<file path="src/polygon_outline_miter_extrude_core_assert.svh">
// ----------------------------------------------------------------------------
// Assertion macros for the polygon outline extruder
// Shared property forms; each expects clk and rst in the enclosing scope.
// ----------------------------------------------------------------------------
`ifndef POLYGON_OUTLINE_MITER_EXTRUDE_CORE_ASSERT_SVH
`define POLYGON_OUTLINE_MITER_EXTRUDE_CORE_ASSERT_SVH

// The consequent must hold in the same cycle as the antecedent.
`define POMX_ASSERT_NOW(lbl, ante, cons, msg) \
  lbl: assert property (@(posedge clk) disable iff (rst) (ante) |-> (cons)) else $error(msg);

// The consequent must hold in the cycle after the antecedent.
`define POMX_ASSERT_NEXT(lbl, ante, cons, msg) \
  lbl: assert property (@(posedge clk) disable iff (rst) (ante) |=> (cons)) else $error(msg);

`endif

</file>
<file path="src/pomx_pkg.sv">
// ----------------------------------------------------------------------------
// pomx_pkg
// Shared types and constants of the polygon outline miter extruder.
// ----------------------------------------------------------------------------
`default_nettype none

package pomx_pkg;

  localparam int COORD_W = 24;
  localparam int NORM_W  = 18;
  localparam int IDX_W   = 12;
  localparam int THICK_W = 16;

  localparam logic [THICK_W-1:0] THICK_RESET = 16'd256;
  localparam logic [IDX_W-1:0]   IDX_TOP     = 12'd4095;
  localparam logic [IDX_W-1:0]   MIN_POINTS  = 12'd3;

  // Unit length of a normal component in Q2.16.
  localparam logic [16:0] UNIT_Q16 = 17'd65536;
  // One in Q32 for the miter factor, and the factor below which it counts as zero.
  localparam logic signed [34:0] ONE_Q32   = 35'sh1_0000_0000;
  localparam logic signed [34:0] REV_LIMIT = 35'sd262144;

  localparam logic signed [COORD_W-1:0] COORD_MAX = 24'sh7FFFFF;
  localparam logic signed [COORD_W-1:0] COORD_MIN = 24'sh800000;

  typedef struct packed {
    logic signed [COORD_W-1:0] x;
    logic signed [COORD_W-1:0] y;
  } point_t;

  typedef struct packed {
    logic signed [NORM_W-1:0] x;
    logic signed [NORM_W-1:0] y;
  } norm_t;

  typedef struct packed {
    logic signed [COORD_W-1:0] x;
    logic signed [COORD_W-1:0] y;
    logic                      rev;
  } miter_res_t;

endpackage

`default_nettype wire

</file>
<file path="src/pomx_miter.sv">
// ----------------------------------------------------------------------------
// pomx_miter
// Miter factor, scaled offset and outer point of one vertex, with a
// bit-serial divider for both axes.
// ----------------------------------------------------------------------------
`default_nettype none

module pomx_miter
  import pomx_pkg::*;
(
  input  wire logic               clk,
  input  wire logic               rst,
  input  wire logic               start,
  input  wire point_t             p,
  input  wire norm_t              n1,
  input  wire norm_t              n2,
  input  wire logic [THICK_W-1:0] thickness,
  output logic                    done,
  output miter_res_t              res
);

  typedef enum logic [2:0] {
    M_IDLE, M_DOTX, M_DOTY, M_NUMX, M_NUMY, M_LOAD, M_DIV, M_FIN
  } mstate_t;

  mstate_t            state;
  logic signed [18:0] sx, sy;
  logic signed [35:0] dot;
  logic signed [34:0] f;
  logic [34:0]        fdiv;
  logic signed [35:0] numx, numy;
  logic               rev;
  logic [34:0]        remx, remy;
  logic [49:0]        dlx, dly;
  logic [32:0]        qx, qy;
  logic [5:0]         step;

  logic signed [18:0] ma, mb;
  logic signed [37:0] prod;
  logic               rev_c;
  logic [35:0]        magx, magy;
  logic [49:0]        dvx, dvy;
  logic [35:0]        rtx, rty, dfx, dfy;
  logic               gex, gey;

  // Outer coordinate: saturated sum, or a pinned value for a zero factor.
  function automatic logic signed [23:0] outer_coord(input logic signed [23:0] pc,
                                                     input logic signed [35:0] num,
                                                     input logic [32:0] q,
                                                     input logic rv);
    logic signed [35:0] off;
    logic signed [35:0] sum;
    off = signed'({3'b000, q});
    if (num < 0) begin
      off = -off;
    end
    sum = 36'(pc) + off;
    if (rv) begin
      if (num > 0) begin
        return COORD_MAX;
      end else if (num < 0) begin
        return COORD_MIN;
      end
      return pc;
    end
    if (sum > 36'(COORD_MAX)) begin
      return COORD_MAX;
    end
    if (sum < 36'(COORD_MIN)) begin
      return COORD_MIN;
    end
    return signed'(sum[23:0]);
  endfunction

  // One shared multiplier for the dot product and the two numerators.
  always_comb begin
    case (state)
      M_DOTX: begin
        ma = 19'(n1.x);
        mb = 19'(n2.x);
      end
      M_DOTY: begin
        ma = 19'(n1.y);
        mb = 19'(n2.y);
      end
      M_NUMX: begin
        ma = sx;
        mb = signed'({3'b000, thickness});
      end
      M_NUMY: begin
        ma = sy;
        mb = signed'({3'b000, thickness});
      end
      default: begin
        ma = '0;
        mb = '0;
      end
    endcase
  end
  assign prod = ma * mb;

  // Dividend setup: magnitude shifted up, plus half the factor for rounding.
  assign rev_c = (f < REV_LIMIT);
  assign magx  = numx[35] ? unsigned'(-numx) : unsigned'(numx);
  assign magy  = numy[35] ? unsigned'(-numy) : unsigned'(numy);
  assign dvx   = {1'b0, magx[32:0], 16'h0000} + {16'h0000, f[34:1]};
  assign dvy   = {1'b0, magy[32:0], 16'h0000} + {16'h0000, f[34:1]};

  // Restoring division step for both axes.
  assign rtx = {remx, dlx[49]};
  assign rty = {remy, dly[49]};
  assign gex = (rtx >= {1'b0, fdiv});
  assign gey = (rty >= {1'b0, fdiv});
  assign dfx = rtx - {1'b0, fdiv};
  assign dfy = rty - {1'b0, fdiv};

  // Sequencer.
  always_ff @(posedge clk) begin
    if (rst) begin
      state <= M_IDLE;
      done  <= 1'b0;
    end else begin
      done <= 1'b0;
      case (state)
        M_IDLE: begin
          if (start) begin
            sx    <= 19'(n1.x) + 19'(n2.x);
            sy    <= 19'(n1.y) + 19'(n2.y);
            state <= M_DOTX;
          end
        end
        M_DOTX: begin
          dot   <= signed'(prod[35:0]);
          state <= M_DOTY;
        end
        M_DOTY: begin
          f     <= ONE_Q32 + 35'(dot) + 35'(prod);
          state <= M_NUMX;
        end
        M_NUMX: begin
          numx  <= signed'(prod[35:0]);
          state <= M_NUMY;
        end
        M_NUMY: begin
          numy  <= signed'(prod[35:0]);
          state <= M_LOAD;
        end
        M_LOAD: begin
          rev  <= rev_c;
          fdiv <= unsigned'(f);
          remx <= '0;
          remy <= '0;
          dlx  <= dvx;
          dly  <= dvy;
          qx   <= '0;
          qy   <= '0;
          step <= '0;
          state <= rev_c ? M_FIN : M_DIV;
        end
        M_DIV: begin
          remx <= gex ? dfx[34:0] : rtx[34:0];
          remy <= gey ? dfy[34:0] : rty[34:0];
          dlx  <= {dlx[48:0], 1'b0};
          dly  <= {dly[48:0], 1'b0};
          qx   <= {qx[31:0], gex};
          qy   <= {qy[31:0], gey};
          step <= step + 6'd1;
          if (step == 6'd49) begin
            state <= M_FIN;
          end
        end
        M_FIN: begin
          res.x   <= outer_coord(p.x, numx, qx, rev);
          res.y   <= outer_coord(p.y, numy, qy, rev);
          res.rev <= rev;
          done    <= 1'b1;
          state   <= M_IDLE;
        end
        default: begin
          state <= M_IDLE;
        end
      endcase
    end
  end

endmodule

`default_nettype wire
</file>
<file path="config.mk">
export PLATFORM = sky130hd
export DESIGN_NAME = pomx_miter
export DESIGN_NICKNAME = d
export VERILOG_FILES = /design/src/polygon_outline_miter_extrude_core_assert.svh /design/src/pomx_pkg.sv /design/src/pomx_miter.sv
export SDC_FILE = /design/constraint.sdc
export NUM_CORES = 2
export LEC_CHECK = 0
export BUFFER_PORTS_ARGS = -buffer_cell sky130_fd_sc_hd__buf_2
export CAP_MARGIN = 20
export CORE_MARGIN = 5
export CORE_UTILIZATION = 39
export DETAILED_ROUTE_END_ITERATION = 12
export SYNTH_ARGS = -nofsm -noshare
export SYNTH_HDL_FRONTEND = slang
export SYNTH_SLANG_ARGS = --single-unit
</file>
<file path="constraint.sdc">
create_clock -name clk -period 57 [get_ports clk]
set_clock_uncertainty 0.15 [all_clocks]
set_input_delay 2.85 -clock clk [delete_from_list [all_inputs] [get_ports clk]]
set_output_delay 2.85 -clock clk [all_outputs]
set_load 0.01 [all_outputs]
</file>
==> impl_metrics.yaml <==
critical_path:
  critPathMaxFanout: 6
  rr_startpoint: "state[2]$_SDFFE_PP0P_"
  cp_slowest_stage_delay_ps: 1070
  endpoint_kind: "flop"
  crit_buf_inv: 3
  startpoint: "n1[5]"
  worst-r2r-setup-slack_ps: 45370
  cpMaxStageDelayCell: "a221oi_1"
  worstSetupPathType: "in -> reg"
  cp_top_family: "compound AO/OA/AOI/OAI gates"
  worstPathRequired_ps: 57280
  cp.arrival_ps: 12540
  start_kind: "input port"
synthesis:
  async_flop_share: 0
  ys_ff_latch: 495
  synth_edf_count: 491
  syn_area_per_cell_um2: 9.43
  ys.flop_type: "edfxtp_1"
  synth_warnings: 0
  syn-cell-area_mm2: 0.0484
  ys_seq_area_frac: 0.306
  syn-num-nets: 6036
  yosys.cell_types.count: 86
  synthCells: 5136
hold_path:
  hp-start: "f[10]$_DFFE_PP_"
  hp-class: "reg -> reg"
timing:
  max_freq_mhz: 81.5
  fin_crit_sh: 0.215
  hold_viol: 0
  max-slew-margin-rel: 0.0682
  tns_ps: 0
  slew_viol_final: 0
  timing.hold.ws_ps: 290
  fin_crit_ps: 12260
  tightest_slew_ps: 1400
  finalSetupViolCount: 0
  rsz0062_at_grt: "no"
global_route:
  grtUsageTotal: 0.196
  grt_pass1_vias: 38000
  grt_max_degree: 76
  grt_overflow_total: 0
  met3_usage: 0.0262
  grt_pass1_wl_um: 209000
  gr-usage-met2: 0.337
  gr-max-usage-layer: "met2"
  antenna_found_initial: 0
  use_met1: 0.261
drt:
  antenna_left: 0
  drc: 0
  first_pass_iters: 6
  vias_per_cell: 5.47
  vias: 38000
  drt_wl_total_um: 131000
  first_iter_violations: 2644
  routedWlPerCell_um: 18.9
run_status:
  status: "complete, no violations"
floorplanning:
  dieArea_mm2: 0.131
  die_h_um: 362
  start_util: 0.392
  core_area_mm2: 0.123
  die_x_um: 362
  ioPinCount: 189
  row_count: 129
clock_tree:
  clk_pin_slew_ps: 60
  cts_sinks: 495
  clkLatencyLatePin_ps: 710
  ctsRootBufferMaster: "clkbuf_16"
  cts_made_buffers: 59
  clock_path_buffers: 3
  hold_buffers: 0
  cts_setup_buffers: 0
  h-tree-depth: 2
  cts_tree: "yes"
  cts_resized: 0
finish:
  area.growth.synth_to_final_pct: 10.1
  layout-drive-gt1-share: 0.0772
  layout_commonest_cell: "inv_1"
  num-nets-final: 6162
  fillCellCount: 12000
  fin_util: 0.432
  design_area_mm2: 0.0533
  final_cell_mix: "inv_1, nand2_1, edfxtp_1"
placement:
  gp_congestion: 0.897
  port_buffers: 188
  dp_hpwl_um: 101000
  place_area_mm2: 0.0513
job:
  drv_cap: 0
==> state kept, by name (all words and copies together), names as in the netlist <==
name / flops
f: 35
qx: 33
res: 49
numx: 36
state: 3
done: 1
fdiv: 35
remy: 35
step: 6
qy: 33
dot: 35
rev: 1
dlx: 35
dly: 49
numy: 36
sy: 19
remx: 35
sx: 19
==> synth_stat cells (all sizes together), types with 8 or more instances <==
cell type,n,area (µm²)
inv,537,2020
nand2,525,1970
edfxtp,491,14700
nor2,441,1660
ha,397,4970
fa,364,7290
a21oi,326,1630
xnor2,269,2370
o21ai,206,1030
clkbuf,164,616
nand3,140,701
a21o,121,908
xor2,114,1010
and3,104,651
o31ai,84,636
nor3,69,345
nand2b,50,313
nor2b,49,307
or3,46,288
a211oi,39,293
a31oi,38,238
and2,37,231
o211ai,36,270
o21a,35,263
nand4,33,206
nor4,32,200
o21bai,29,218
o41ai,28,245
or2,26,163
a221oi,25,219
or4,25,199
a221o,24,240
a22o,20,175
a22oi,19,143
o22ai,18,113
buf,17,83.8
a21boi,16,124
mux2i,12,120
nand3b,11,82.6
a211o,9,78.8
nor4b,8,70.1
==> through the flow <==
step / worst slack [ps] / cells
floorplan: 36280 / 5136
global placement: 44370 / 6834
detailed placement: 44230 / 6835
CTS: 44900 / 6942
global route: 44260 / 6945
finish: 44740 / 6946
==> area by class of cell <==
type	instances	area (µm²)	share of cell area
multi-input cells	3922	31000	0.582
flip-flops and latches	495	14800	0.278
well taps	1637	2050	0.0384
inverters	538	2020	0.0379
clock buffers	71	1530	0.0287
repair buffers	246	1420	0.0266
clock inverters	36	435	0.00817
diodes	1	2.50	0.0000469
==> cell families after synthesis <==
kind of cell,Yosys count,share of synthesized area
multiplexers,14,0.00295
XOR/XNOR,384,0.0703
buffers and inverters,719,0.0561
AO/OA/AOI/OAI,1139,0.154
adder cells (fa/ha/maj),761,0.253
flip-flops,495,0.306
AND/OR/NAND/NOR,1624,0.158
==> final timing paths <==
path                                      endpoint  depth (start not counted)
worst max-delay path               f[33]$_DFFE_PP_                         32
worst min register to register  fdiv[10]$_DFFE_PP_                          0
worst min-delay path            fdiv[10]$_DFFE_PP_                          0
worst max register to register     f[33]$_DFFE_PP_                         38
==> metal layers <==
layer | vias to the layer above | wire [µm]
met1 | 18600 | 58400
met4 | 0 | 3950
met2 | 905 | 62900
li1 | 18300 | -
met5 | - | 0
met3 | 219 | 5780
Power is left out: the tool's default activity adds up to more than one toggle a clock period on the data nets, which glitch-free logic cannot reach.
