`src/polygon_outline_miter_extrude_core_assert.svh`:
```
// ----------------------------------------------------------------------------
// Assertion macros for the polygon outline extruder
// Shared property forms; each expects clk and rst in the enclosing scope.
// ----------------------------------------------------------------------------
`ifndef POLYGON_OUTLINE_MITER_EXTRUDE_CORE_ASSERT_SVH
`define POLYGON_OUTLINE_MITER_EXTRUDE_CORE_ASSERT_SVH

// The consequent must hold in the same cycle as the antecedent.
`define POMX_ASSERT_NOW(lbl, ante, cons, msg) \
  lbl: assert property (@(posedge clk) disable iff (rst) (ante) |-> (cons)) else $error(msg);

// The consequent must hold in the cycle after the antecedent.
`define POMX_ASSERT_NEXT(lbl, ante, cons, msg) \
  lbl: assert property (@(posedge clk) disable iff (rst) (ante) |=> (cons)) else $error(msg);

`endif

```
`src/pomx_pkg.sv`:
```
// ----------------------------------------------------------------------------
// pomx_pkg
// Shared types and constants of the polygon outline miter extruder.
// ----------------------------------------------------------------------------
`default_nettype none

package pomx_pkg;

  localparam int COORD_W = 24;
  localparam int NORM_W  = 18;
  localparam int IDX_W   = 12;
  localparam int THICK_W = 16;

  localparam logic [THICK_W-1:0] THICK_RESET = 16'd256;
  localparam logic [IDX_W-1:0]   IDX_TOP     = 12'd4095;
  localparam logic [IDX_W-1:0]   MIN_POINTS  = 12'd3;

  // Unit length of a normal component in Q2.16.
  localparam logic [16:0] UNIT_Q16 = 17'd65536;
  // One in Q32 for the miter factor, and the factor below which it counts as zero.
  localparam logic signed [34:0] ONE_Q32   = 35'sh1_0000_0000;
  localparam logic signed [34:0] REV_LIMIT = 35'sd262144;

  localparam logic signed [COORD_W-1:0] COORD_MAX = 24'sh7FFFFF;
  localparam logic signed [COORD_W-1:0] COORD_MIN = 24'sh800000;

  typedef struct packed {
    logic signed [COORD_W-1:0] x;
    logic signed [COORD_W-1:0] y;
  } point_t;

  typedef struct packed {
    logic signed [NORM_W-1:0] x;
    logic signed [NORM_W-1:0] y;
  } norm_t;

  typedef struct packed {
    logic signed [COORD_W-1:0] x;
    logic signed [COORD_W-1:0] y;
    logic                      rev;
  } miter_res_t;

endpackage

`default_nettype wire

```
`src/pomx_normal.sv`:
```
// ----------------------------------------------------------------------------
// pomx_normal
// Unit normal of the edge a->b: bit-serial normalize, two-bit-per-step
// square root and bit-serial division of both components.
// ----------------------------------------------------------------------------
`default_nettype none

module pomx_normal
  import pomx_pkg::*;
(
  input  wire logic   clk,
  input  wire logic   rst,
  input  wire logic   start,
  input  wire point_t a,
  input  wire point_t b,
  output logic        done,
  output norm_t       n
);

  typedef enum logic [2:0] {
    N_IDLE, N_SHIFT, N_SQA, N_SQB, N_ROOT, N_LOAD, N_DIV
  } nstate_t;

  nstate_t            state;
  logic [24:0]        ux, uy;
  logic               negx, negy;
  logic [51:0]        sumsq;
  logic [25:0]        root;
  logic [27:0]        rem;
  logic [4:0]         step;
  logic [25:0]        remx, remy;
  logic [16:0]        dlx, dly;
  logic [16:0]        qx, qy;

  logic signed [24:0] ex, ey;
  logic [24:0]        mx, my;
  logic [24:0]        sq_op;
  logic [49:0]        sq_prod;
  logic [29:0]        rt, trial, rdiff;
  logic               rge;
  logic [41:0]        dvx, dvy;
  logic [26:0]        rtx, rty, dfx, dfy;
  logic               gex, gey;
  logic [16:0]        qx_next, qy_next;

  // Cap at one and apply the sign of the edge component.
  function automatic logic signed [17:0] signed_norm(input logic [16:0] q,
                                                     input logic neg);
    logic [16:0]        c;
    logic signed [17:0] v;
    c = (q > UNIT_Q16) ? UNIT_Q16 : q;
    v = signed'({1'b0, c});
    return neg ? -v : v;
  endfunction

  // Edge vector and its magnitudes.
  assign ex = 25'(a.y) - 25'(b.y);
  assign ey = 25'(b.x) - 25'(a.x);
  assign mx = ex[24] ? unsigned'(-ex) : unsigned'(ex);
  assign my = ey[24] ? unsigned'(-ey) : unsigned'(ey);

  // One squarer, used for each component in turn.
  assign sq_op   = (state == N_SQA) ? ux : uy;
  assign sq_prod = sq_op * sq_op;

  // Square root step: two radicand bits per cycle.
  assign rt    = {rem, sumsq[51:50]};
  assign trial = {2'b00, root, 2'b01};
  assign rge   = (rt >= trial);
  assign rdiff = rt - trial;

  // Rounded dividends for both components.
  assign dvx = {1'b0, ux, 16'h0000} + {17'h00000, root[25:1]};
  assign dvy = {1'b0, uy, 16'h0000} + {17'h00000, root[25:1]};

  // Restoring division step, one quotient bit per cycle.
  assign rtx     = {remx, dlx[16]};
  assign rty     = {remy, dly[16]};
  assign gex     = (rtx >= {1'b0, root});
  assign gey     = (rty >= {1'b0, root});
  assign dfx     = rtx - {1'b0, root};
  assign dfy     = rty - {1'b0, root};
  assign qx_next = {qx[15:0], gex};
  assign qy_next = {qy[15:0], gey};

  // Sequencer.
  always_ff @(posedge clk) begin
    if (rst) begin
      state <= N_IDLE;
      done  <= 1'b0;
    end else begin
      done <= 1'b0;
      case (state)
        N_IDLE: begin
          if (start) begin
            ux   <= mx;
            uy   <= my;
            negx <= ex[24];
            negy <= ey[24];
            if (mx == 25'd0 && my == 25'd0) begin
              n     <= '0;
              done  <= 1'b1;
            end else begin
              state <= N_SHIFT;
            end
          end
        end
        N_SHIFT: begin
          if (!(ux[24] | uy[24])) begin
            ux <= {ux[23:0], 1'b0};
            uy <= {uy[23:0], 1'b0};
          end else begin
            state <= N_SQA;
          end
        end
        N_SQA: begin
          sumsq <= {2'b00, sq_prod};
          state <= N_SQB;
        end
        N_SQB: begin
          sumsq <= sumsq + {2'b00, sq_prod};
          root  <= '0;
          rem   <= '0;
          step  <= '0;
          state <= N_ROOT;
        end
        N_ROOT: begin
          rem   <= rge ? rdiff[27:0] : rt[27:0];
          root  <= {root[24:0], rge};
          sumsq <= {sumsq[49:0], 2'b00};
          step  <= step + 5'd1;
          if (step == 5'd25) begin
            state <= N_LOAD;
          end
        end
        N_LOAD: begin
          remx  <= {1'b0, dvx[41:17]};
          remy  <= {1'b0, dvy[41:17]};
          dlx   <= dvx[16:0];
          dly   <= dvy[16:0];
          qx    <= '0;
          qy    <= '0;
          step  <= '0;
          state <= N_DIV;
        end
        N_DIV: begin
          remx <= gex ? dfx[25:0] : rtx[25:0];
          remy <= gey ? dfy[25:0] : rty[25:0];
          dlx  <= {dlx[15:0], 1'b0};
          dly  <= {dly[15:0], 1'b0};
          qx   <= qx_next;
          qy   <= qy_next;
          step <= step + 5'd1;
          if (step == 5'd16) begin
            n.x   <= signed_norm(qx_next, negx);
            n.y   <= signed_norm(qy_next, negy);
            done  <= 1'b1;
            state <= N_IDLE;
          end
        end
        default: begin
          state <= N_IDLE;
        end
      endcase
    end
  end

endmodule

`default_nettype wire

```
`config.mk`:
```
export PLATFORM = sky130hd
export DESIGN_NAME = pomx_normal
export DESIGN_NICKNAME = d
export VERILOG_FILES = /design/src/polygon_outline_miter_extrude_core_assert.svh /design/src/pomx_pkg.sv /design/src/pomx_normal.sv
export SDC_FILE = /design/constraint.sdc
export NUM_CORES = 2
export LEC_CHECK = 0
export ABC_AREA = 0
export BUFFER_PORTS_ARGS = -buffer_cell sky130_fd_sc_hd__buf_2
export CELL_PAD_IN_SITES_DETAIL_PLACEMENT = 2
export CELL_PAD_IN_SITES_GLOBAL_PLACEMENT = 2
export CORE_UTILIZATION = 37
export CTS_BUF_LIST = sky130_fd_sc_hd__clkbuf_16
export CTS_CLUSTER_SIZE = 12
export DETAILED_ROUTE_END_ITERATION = 10
export PLACE_DENSITY_LB_ADDON = 0.1
export SETUP_SLACK_MARGIN = 0.02
export SLEW_MARGIN = 20
export SYNTH_ARGS = -nofsm -noshare
export SYNTH_HDL_FRONTEND = slang
export SYNTH_SLANG_ARGS = --single-unit
export TNS_END_PERCENT = 1
```
`constraint.sdc`:
```
create_clock -name clk -period 10.9 [get_ports clk]
set_input_delay 0.545 -clock clk [delete_from_list [all_inputs] [get_ports clk]]
set_output_delay 0.545 -clock clk [all_outputs]
set_load 0.01 [all_outputs]
```
==> flow_metrics.py <==
metrics = {
    "synthesis": {
        "synthAdderAreaFrac": 0.330,
        "mappedNetlistNets": 5914,
        "ys.flop_type": "edfxtp_1",
        "yosys.area_share.simple": 0.150,
        "ys_async_sr_fraction": 0,
        "synth-edff-count": 301,
        "yosys_warnings": 0,
        "ys_seq_area_frac": 0.209,
        "synth-compound-area-share": 0.151,
        "muxShareOfSynthArea": 0.0155,
        "ys_ff_latch": 305,
        "synth_top_family_by_area": "adder cells",
        "synth_cells": 4952,
        "synth_xor_xnor_area_share": 0.0583,
        "synth.cell_area_mm2": 0.0436,
        "syn_area_per_cell_um2": 8.80,
        "yosys.cell_types.count": 86,
    },
    "cts": {
        "cts_max_level": 2,
        "tritoncts": "yes",
        "cts_sinks": 305,
        "cts_buffers": 39,
        "hold_buffers": 0,
        "clkTransAtPathRegs_ps": 50,
        "clockBufferDepth": 3,
        "clk_latency_ps": 590,
        "cts_root_buf": "clkbuf_16",
    },
    "detailed_routing": {
        "vias": 37000,
        "drtAntennaViolNets": 0,
        "via_per_inst": 5.54,
        "wire_per_inst_um": 24.3,
        "drc": 0,
        "drt_pass1_iterations": 5,
        "routed_wl_mm": 163,
        "drt_iter0_markers": 2114,
    },
    "sta": {
        "hold_violations": 0,
        "finalSetupViolCount": 0,
        "rsz0062_at_grt": "yes",
        "timing.hold.ws_ps": 434,
        "fin_ws_ps": 260,
        "worstMarginPinSlew_ps": 1110,
        "min_period_ps": 10640,
        "fin_worst_skew_ps": 30.8,
        "drv_slew": 0,
        "fmax_mhz": 94.0,
        "max_slew_margin": 0.257,
        "finalCritPeriodShare": 0.976,
    },
    "floorplanning": {
        "dieArea_mm2": 0.119,
        "design.portCount": 136,
        "core-area_mm2": 0.117,
        "initial_utilization": 0.374,
        "rows": 125,
        "die_w_um": 345,
        "fp.dieH_um": 345,
    },
    "run_status": {
        "status": "complete, no violations",
    },
    "place": {
        "pre_cts_ws_ps": -136,
        "detailed_place.area_mm2": 0.0468,
        "hpwl_mm": 131,
        "gp_routability_congestion": 0.869,
        "io_buffers": 135,
    },
    "worst_setup_path": {
        "cpMostUsedCell": "inv_1",
        "cp.required_ps": 11220,
        "end_kind": "register",
        "start_kind": "register",
        "slowest_stage": "fa_1",
        "r2r_slack_ps": 260,
        "path_class": "register to register",
        "worstPathArrival_ps": 10960,
        "max_stage_delay_ps": 560,
        "path_max_fanout": 8,
    },
    "global_route": {
        "grt_antenna_before_repair": 11,
        "grt_max_degree": 73,
        "grt_pass1_vias": 40900,
        "globalRouteTotalUtil": 0.269,
        "overflow": 0,
        "grt_first_pass_wirelength_mm": 248,
    },
    "final_layout": {
        "final_layout_size_suffix_gt1_frac": 0.105,
        "n_fill_cell": 12900,
        "final_common_cell": "inv_1",
        "area_growth_syn_to_layout_pct": 12.4,
        "multiInputGateArea_mm2": 0.0313,
        "fin_nets": 6102,
        "final_area_mm2": 0.0490,
        "regArea_mm2": 0.00912,
        "final_cell_mix": "815 x inv_1, 468 x fa_1, 453 x nand2_1, 442 x nor2_1, 374 x ha_1",
    },
    "flow_run": {
        "maxCapViolCount": 0,
    },
    "worst_hold_path": {
        "hp-class": "input port to register",
    },
}
==> sequential cells by signal (all words and copies together), names as in the netlist, 25 cells and up <==
signal,cells
sumsq,52
n,36
rem,28
remx,26
remy,26
root,26
ux,25
uy,25
==> final timing paths <==
kind             from         to  cells past startpoint
max          state[1]  sumsq[47]                     46
min               rst   state[2]                      2
max reg2reg  state[1]  sumsq[47]                     46
min reg2reg    dly[6]     dly[7]                      2
==> layout make-up <==
type	instances	share of cell area
antenna	1	0.0000511
inverter	824	0.0636
clock inverter	27	0.00496
clock buffer	39	0.0199
sequential	305	0.186
tap	1524	0.0389
multi-input combinational	3658	0.640
timing repair buffer	312	0.0464
==> critical path: cells and delay by family (launching register included) <==
family,cells,cell delay [ps]
compound gates,14,2410
mux,1,380
flops,1,340
xor+xnor,1,240
fa+ha+maj,9,4230
simple gates,10,1810
buf+inv,11,950
==> logic make-up after synthesis <==
family,Yosys count
and+or+nand+nor,1420
AOI/OAI and AO/OA,1020
buffers and inverters,989
adders and majority gates,863
DFF,305
xor gates and xnor gates,290
muxes,65
==> metrics by stage <==
step,TNS [ps],std cells,util
final,0,6690,0.420
after global routing,-591,6689,0.420
after CTS,0,6662,0.414
after detailed placement,-528,6591,0.402
after global placement,0,6590,0.402
after floorplan,0,4952,-
==> per-layer routing <==
metal  track usage  up-vias  wire [um]
li1              -    17000          -
met1         0.384    19200      77300
met2         0.438      657      75400
met3        0.0254      156       6170
met4        0.0621        6       3630
met5             0        -         42
==> cell usage after synthesis (all sizes together), types with 24 or more instances <==
| cell | count | area share |
|---|---|---|
| edfxtp | 301 | 0.21 |
| nand2b | 48 | 0.0069 |
| nor3 | 79 | 0.0093 |
| mux2i | 46 | 0.011 |
| inv | 818 | 0.070 |
| o211ai | 37 | 0.0064 |
| and3 | 72 | 0.010 |
| a21o | 111 | 0.019 |
| nand4 | 31 | 0.0048 |
| o31ai | 25 | 0.0043 |
| a21oi | 243 | 0.028 |
| a22oi | 37 | 0.0064 |
| nor2b | 39 | 0.0056 |
| xnor2 | 180 | 0.036 |
| nand3 | 80 | 0.0092 |
| o21a | 45 | 0.0078 |
| and2 | 24 | 0.0034 |
| o21ai | 271 | 0.031 |
| or3 | 35 | 0.0050 |
| a31oi | 42 | 0.0060 |
| o21bai | 27 | 0.0047 |
| fa | 478 | 0.22 |
| nor2 | 458 | 0.039 |
| a211oi | 29 | 0.0050 |
| clkbuf | 147 | 0.013 |
| ha | 385 | 0.11 |
| xor2 | 110 | 0.022 |
| nand2 | 460 | 0.040 |
==> timing repair <==
| item | 4_1_cts | 5_1_grt |
|---|---|---|
| resized for setup | 18 | 122 |
| setup endpoints to repair | 8 | 15 |
| pin swaps | 1 | 21 |
| gates cloned | 1 | 2 |
| setup buffers | 4 | 25 |
Power is not shown: default switching activity piles up to over one toggle a cycle in this logic, so the estimate is an artifact.
